--- config.mk ---
export PLATFORM = sky130hd
export DESIGN_NAME = lcr_ctrl
export DESIGN_NICKNAME = d
export VERILOG_FILES = /design/src/design/lcr_pkg.sv /design/src/design/lcr_ctrl.sv
export SDC_FILE = /design/constraint.sdc
export NUM_CORES = 1
export LEC_CHECK = 0
export BUFFER_PORTS_ARGS = -buffer_cell sky130_fd_sc_hd__buf_2
export CAP_MARGIN = 10
export CORE_MARGIN = 2
export CORE_UTILIZATION = 52
export CTS_BUF_LIST = sky130_fd_sc_hd__clkbuf_4
export DETAILED_ROUTE_END_ITERATION = 10
export PLACE_DENSITY_LB_ADDON = 0.12
export SKIP_LAST_GASP = 1
export SYNTH_ARGS = -nofsm -noshare
export SYNTH_HDL_FRONTEND = slang
export SYNTH_SLANG_ARGS = --single-unit
--- constraint.sdc ---
create_clock -name clk -period 3.9 [get_ports clk]
set_input_delay 0.975 -clock clk [delete_from_list [all_inputs] [get_ports clk]]
set_output_delay 0.975 -clock clk [all_outputs]
set_load 0.03 [all_outputs]
--- src/design/lcr_pkg.sv ---
// shared types and constants for the line command receive ring
// no dependencies; imported by lcr_ctrl, the top level, the checker and the bench
`timescale 1ns / 1ps

package lcr_pkg;

    // item kinds carried on the input tuser
    localparam logic OP_RX    = 1'b0;
    localparam logic OP_FETCH = 1'b1;

    // special characters
    localparam logic [7:0] CHAR_CR = 8'h0d;
    localparam logic [7:0] CHAR_LF = 8'h0a;
    localparam logic [7:0] CHAR_FF = 8'hff;

    typedef enum logic [2:0] {
        STAT_STORED   = 3'd0,
        STAT_IGNORED  = 3'd1,
        STAT_CLOSED   = 3'd2,
        STAT_FULL     = 3'd3,
        STAT_TOO_LONG = 3'd4,
        STAT_NONE     = 3'd5,
        STAT_CHAR     = 3'd6
    } status_t;

    typedef enum logic [1:0] {
        ST_IDLE,
        ST_LEN_RD,
        ST_EMIT
    } state_t;

endpackage

--- src/design/lcr_ctrl.sv ---
// sequencer for the line ring: pointers, receive decode, fetch walk, output register
// depends on lcr_pkg; drives the line and slot-length memories
`timescale 1ns / 1ps

module lcr_ctrl
    import lcr_pkg::*;
#(
    parameter int LINE_BYTES = 64,
    parameter int LINE_SLOTS = 8
) (
    input  logic                                      clk,
    input  logic                                      rst_n,
    input  logic                                      s_tvalid,
    output logic                                      s_tready,
    input  logic [7:0]                                s_tdata,
    input  logic [0:0]                                s_tuser,
    output logic                                      m_tvalid,
    input  logic                                      m_tready,
    output logic [15:0]                               m_tdata,
    output logic [2:0]                                m_tuser,
    output logic                                      m_tlast,
    output logic                                      line_we,
    output logic [$clog2(LINE_SLOTS*LINE_BYTES)-1:0] line_waddr,
    output logic [7:0]                                line_wdata,
    output logic                                      line_re,
    output logic [$clog2(LINE_SLOTS*LINE_BYTES)-1:0] line_raddr,
    input  logic [7:0]                                line_rdata,
    output logic                                      len_we,
    output logic [$clog2(LINE_SLOTS)-1:0]             len_waddr,
    output logic [$clog2(LINE_BYTES)-1:0]             len_wdata,
    output logic                                      len_re,
    output logic [$clog2(LINE_SLOTS)-1:0]             len_raddr,
    input  logic [$clog2(LINE_BYTES)-1:0]             len_rdata
);

    localparam int SLOT_W = $clog2(LINE_SLOTS);
    localparam int LEN_W  = $clog2(LINE_BYTES);
    localparam int ADDR_W = $clog2(LINE_SLOTS * LINE_BYTES);
    localparam logic [SLOT_W-1:0] LAST_SLOT = SLOT_W'(LINE_SLOTS - 1);
    localparam logic [LEN_W-1:0]  MAX_LEN   = LEN_W'(LINE_BYTES - 1);
    localparam logic [ADDR_W-1:0] SLOT_SPAN = ADDR_W'(LINE_BYTES);

    state_t            state_reg, state_next;
    logic [LEN_W-1:0]  char_pos_reg, char_pos_next;
    logic [SLOT_W-1:0] wr_slot_reg, wr_slot_next;
    logic [SLOT_W-1:0] rd_slot_reg, rd_slot_next;
    logic [LEN_W-1:0]  len_reg, len_next;
    logic [LEN_W-1:0]  idx_reg, idx_next;

    logic              out_valid_reg, out_valid_next;
    status_t           out_status_reg, out_status_next;
    logic [7:0]        out_char_reg, out_char_next;
    logic [5:0]        out_len_reg, out_len_next;
    logic              out_last_reg, out_last_next;

    logic              out_free;
    logic              accept;
    logic [SLOT_W-1:0] wr_slot_inc;
    logic [SLOT_W-1:0] rd_slot_inc;
    logic              ring_full;
    logic              emit_last;

    function automatic logic [ADDR_W-1:0] line_addr(input logic [SLOT_W-1:0] slot,
                                                    input logic [LEN_W-1:0] pos);
        line_addr = ADDR_W'(slot) * SLOT_SPAN + ADDR_W'(pos);
    endfunction

    assign out_free    = !out_valid_reg || m_tready;
    assign s_tready    = (state_reg == ST_IDLE) && out_free;
    assign accept      = s_tvalid && s_tready;
    assign wr_slot_inc = (wr_slot_reg == LAST_SLOT) ? '0 : wr_slot_reg + 1'b1;
    assign rd_slot_inc = (rd_slot_reg == LAST_SLOT) ? '0 : rd_slot_reg + 1'b1;
    assign ring_full   = (wr_slot_inc == rd_slot_reg);
    assign emit_last   = (idx_reg == len_reg - 1'b1);

    always_ff @(posedge clk or negedge rst_n)
    begin
        if (!rst_n)
        begin
            state_reg     <= ST_IDLE;
            char_pos_reg  <= '0;
            wr_slot_reg   <= '0;
            rd_slot_reg   <= '0;
            out_valid_reg <= 1'b0;
        end
        else
        begin
            state_reg     <= state_next;
            char_pos_reg  <= char_pos_next;
            wr_slot_reg   <= wr_slot_next;
            rd_slot_reg   <= rd_slot_next;
            out_valid_reg <= out_valid_next;
        end
    end

    always_ff @(posedge clk)
    begin
        len_reg        <= len_next;
        idx_reg        <= idx_next;
        out_status_reg <= out_status_next;
        out_char_reg   <= out_char_next;
        out_len_reg    <= out_len_next;
        out_last_reg   <= out_last_next;
    end

    always_comb
    begin
        state_next      = state_reg;
        char_pos_next   = char_pos_reg;
        wr_slot_next    = wr_slot_reg;
        rd_slot_next    = rd_slot_reg;
        len_next        = len_reg;
        idx_next        = idx_reg;
        out_valid_next  = out_valid_reg && !m_tready;
        out_status_next = out_status_reg;
        out_char_next   = out_char_reg;
        out_len_next    = out_len_reg;
        out_last_next   = out_last_reg;
        line_we         = 1'b0;
        line_waddr      = line_addr(wr_slot_reg, char_pos_reg);
        line_wdata      = s_tdata;
        line_re         = 1'b0;
        line_raddr      = line_addr(rd_slot_reg, '0);
        len_we          = 1'b0;
        len_waddr       = wr_slot_reg;
        len_wdata       = char_pos_reg;
        len_re          = 1'b0;
        len_raddr       = rd_slot_reg;

        unique case (state_reg)
            ST_IDLE:
            begin
                if (accept)
                begin
                    if (s_tuser[0] == OP_RX)
                    begin
                        out_valid_next = 1'b1;
                        out_char_next  = '0;
                        out_len_next   = '0;
                        out_last_next  = 1'b1;
                        if (s_tdata == CHAR_CR || s_tdata == CHAR_FF)
                        begin
                            out_status_next = STAT_IGNORED;
                        end
                        else if (s_tdata == CHAR_LF)
                        begin
                            if (ring_full)
                            begin
                                out_status_next = STAT_FULL;
                            end
                            else
                            begin
                                len_we          = 1'b1;
                                char_pos_next   = '0;
                                wr_slot_next    = wr_slot_inc;
                                out_status_next = STAT_CLOSED;
                            end
                        end
                        else if (char_pos_reg < MAX_LEN)
                        begin
                            line_we         = 1'b1;
                            char_pos_next   = char_pos_reg + 1'b1;
                            out_status_next = STAT_STORED;
                        end
                        else
                        begin
                            out_status_next = STAT_TOO_LONG;
                        end
                    end
                    else if (rd_slot_reg == wr_slot_reg)
                    begin
                        out_valid_next  = 1'b1;
                        out_status_next = STAT_NONE;
                        out_char_next   = '0;
                        out_len_next    = '0;
                        out_last_next   = 1'b1;
                    end
                    else
                    begin
                        len_re     = 1'b1;
                        state_next = ST_LEN_RD;
                    end
                end
            end

            ST_LEN_RD:
            begin
                if (len_rdata == '0)
                begin
                    // empty line: single closed result, slot consumed
                    if (out_free)
                    begin
                        out_valid_next  = 1'b1;
                        out_status_next = STAT_CLOSED;
                        out_char_next   = '0;
                        out_len_next    = '0;
                        out_last_next   = 1'b1;
                        rd_slot_next    = rd_slot_inc;
                        state_next      = ST_IDLE;
                    end
                end
                else
                begin
                    len_next   = len_rdata;
                    idx_next   = '0;
                    line_re    = 1'b1;
                    state_next = ST_EMIT;
                end
            end

            ST_EMIT:
            begin
                // line_rdata holds the character at idx_reg until the next read
                if (out_free)
                begin
                    out_valid_next  = 1'b1;
                    out_status_next = STAT_CHAR;
                    out_char_next   = line_rdata;
                    out_len_next    = 6'(len_reg);
                    out_last_next   = emit_last;
                    if (emit_last)
                    begin
                        rd_slot_next = rd_slot_inc;
                        state_next   = ST_IDLE;
                    end
                    else
                    begin
                        idx_next   = idx_reg + 1'b1;
                        line_re    = 1'b1;
                        line_raddr = line_addr(rd_slot_reg, idx_reg + 1'b1);
                    end
                end
            end

            default:
            begin
                state_next = ST_IDLE;
            end
        endcase
    end

    assign m_tvalid = out_valid_reg;
    assign m_tdata  = {2'b00, out_len_reg, out_char_reg};
    assign m_tuser  = out_status_reg;
    assign m_tlast  = out_last_reg;

endmodule

==> summary.txt <==
Outcome
  • Status: completed

Power and ir drop
  • Power per Cell Area: 845 mW/mm^2
  • Psw: 1250 uW
  • Combinational Power Share: 54.0%
  • Leak: 0.00149 uW
  • Net Sw Frac: 47.3%
  • Clock Power Share: 10.7%
  • Maximum vdd drop: 0.000487 V
  • Sequential share of power: 35.3%
  • Int Power: 1400 uW

Setup path
  • Critical-path top delay cell: or4_4
  • Crit path kind: in2out
  • Critical Path RT: 2.92 ns
  • CP Capture Type: primary output
  • Crit-path max cell delay: 0.59 ns
  • Critical Path Source Type: primary input
  • CP max FO: 8
  • Cells along the critical path: buf_2 -> or4_4 -> or4_4 -> nor2_8 -> nand2_4 -> inv_2 -> buf_2
  • Critical path data arrival time: 2.75 ns

Floorplan
  • # rows: 26
  • Initial core utilization: 53.1%
  • Core box area: 0.00501 mm^2
  • I/O Pins: 91
  • DIE HEIGHT: 75.6 um
  • Die Area: 0.00571 mm^2
  • Die X: 75.6 um

Detailed routing
  • Final wirelength: 5.27 mm
  • Drt initial violations: 81
  • Via count: 2007
  • Antenna-violating nets left: 0
  • DRT Pass-1 Iters: 4
  • Vias per inst: 5.13
  • DRC viols: 0
  • Avg WL per Cell: 13.5 um

Final layout
  • Layout cells sized above 1: 36.4%
  • Most common cell after layout, fill and taps aside: buf_2
  • Layout area overhead: 17.7%
  • Most frequent cells in the layout: 88 x buf_2, 30 x edfxtp_1, 19 x nand2_1
  • Final instance area: 0.00313 mm^2
  • Max reg flops: 8
  • Final Util: 62.5%
  • Fin nets: 358
  • ANT cells: 0

Place
  • Placed Area: 0.00305 mm^2
  • IO buf count: 88
  • GPL Wtd Cong: 0.821
  • Post-DP HPWL: 4.01 mm

Synthesis
  • Synthesized flop and latch total: 45
  • Mapped Avg Cell Area: 10.9 um^2
  • Most common flop cell mapped by yosys: edfxtp_1
  • Async SR Flop Fraction: 33.3%
  • Synth area leader: edfxtp_1
  • Post-Syn Area: 0.00266 mm^2
  • EDFF count, synth: 30
  • Area share of the largest cell type after synthesis: 33.8%
  • Synth warn: 0
  • Count of cell types in the netlist: 48
  • Synthesized instance count: 245
  • Area contributors post-synth: edfxtp_1 34%, dfrtp_1 14%, buf_4 6.2%
  • Sequential area share after synthesis: 47.9%

Clock tree
  • Worst-Skew Late Latency: 0.36 ns
  • Htree depth: 2
  • Reg clk slew, reported paths: 0.13 ns
  • TritonCTS Sinks: 45
  • TritonCTS clock tree: yes
  • Num CTS Buffers: 5
  • CTS Hold Buffers Added: 0
  • Post-CTS Setup Bufs: 0
  • Post_cts resized: 0
  • CTS max path bufs: 2
  • Root Driver: clkbuf_4

Timing
  • Pins Over Slew Limit: 0
  • Max Freq: 0.269 GHz
  • Final min period: 3.72 ns
  • Slew headroom: 38.4%
  • Hold Fails Final Rpt: 0
  • Number of setup violations in the final report: 0
  • Setup TNS: 0 ns
  • Layout Skew: 0.0127 ns
  • Least-Margin Pin Slew: 0.918 ns
  • Final Cycle Share: 95.4%
  • RSZ-0062 raised after global routing: false

Worst hold path
  • Worst Hold Class: in2async

GRT
  • Number of global-route vias before repair: 1851
  • GRT overflow: 0
  • Global-route wire length before repair: 8.43 mm
  • Largest net degree at the start of global routing: 22
  • Total GRT Usage: 19.8%
  • Antenna violations before repair: 0

Flow run
  • Max-Cap Viols: 0
logic make-up after synthesis:
group / synth area share, %
AND/OR/NAND/NOR: 20.1
flip-flops: 47.9
AO/OA/AOI/OAI: 10.1
buffers and inverters: 8.32
XOR/XNOR: 5.26
adder cells (fa/ha/maj): 5.17
multiplexers: 2.96
other: 0.141
layer usage:
| metal | part of all wire (%) | track usage (%) | vias up | wire length [um] |
|---|---|---|---|---|
| met4 | 0.95 | 5.46 | 0 | 50 |
| met5 | 0 | 0 | - | 0 |
| met1 | 45 | 25.6 | 926 | 2380 |
| li1 | - | - | 1010 | - |
| met3 | 6.6 | 5.29 | 5 | 346 |
| met2 | 47 | 33.1 | 66 | 2500 |
synth_stat cells (all sizes together) (2+ instances only):
cell / n
mux2: 6
inv: 8
nor2: 15
ha: 11
buf: 23
a2bb2oi: 2
xor2: 13
nand2: 20
nor3: 6
nor4: 4
xnor2: 3
nand4: 2
edfxtp: 30
dfrtp: 15
or4: 2
nand2b: 3
and2: 18
a31oi: 5
and3: 9
nor2b: 5
nand3: 5
o31ai: 2
a21oi: 10
clkbuf: 4
o2bb2ai: 3
o21ai: 3
a211oi: 3
final cells by class:
cell class | instances | area, um^2
clock buffer | 5 | 37.5
timing repair buffer | 94 | 485
clock inverter | 3 | 41.3
inverter | 8 | 30.0
multi-input combinational | 166 | 1170
fill | 448 | 1880
tap | 70 | 87.6
sequential | 45 | 1280
metrics by stage:
step	power (uW)	cells	hold WS [ns]	setup WS, ns
finish	2650	391	0.500	0.180
detailed placement	2380	383	0.574	0.186
CTS	2670	391	0.495	0.179
global route	2830	391	0.515	0.119
floorplan	2040	246	0.551	0.121
global placement	2370	383	0.562	0.198
worst max-delay path, delay by kind of cell:
kind | cells | cell delay [ns]
buf+inv | 3 | 0.42
simple gates | 4 | 1.35
power groups by stage:
stage	combinational (uW)	sequential (uW)	clock [uW]
5_1_grt	1570	962	307
6_report	1430	935	285
3_5_place_dp	1440	946	0
2_1_floorplan	819	1220	0
3_3_place_gp	1430	944	0
4_1_cts	1440	935	294
path summary, 6_finish.rpt:
check | endpoint | start | slack (ns) | depth (start not counted)
max | len_we | s_tdata[5] | 0.18 | 7
min | len_waddr[0] | rst_n | 0.50 | 1
max reg2reg | idx_reg[1] | len_reg[0] | 1.25 | 8
min reg2reg | len_wdata[1] | len_wdata[1] | 0.60 | 1
max in group asynchronous | len_waddr[1] | rst_n | 3.13 | 1
min in group clk | len_wdata[1] | len_wdata[1] | 0.60 | 1
(Power assumes the default switching activity.)
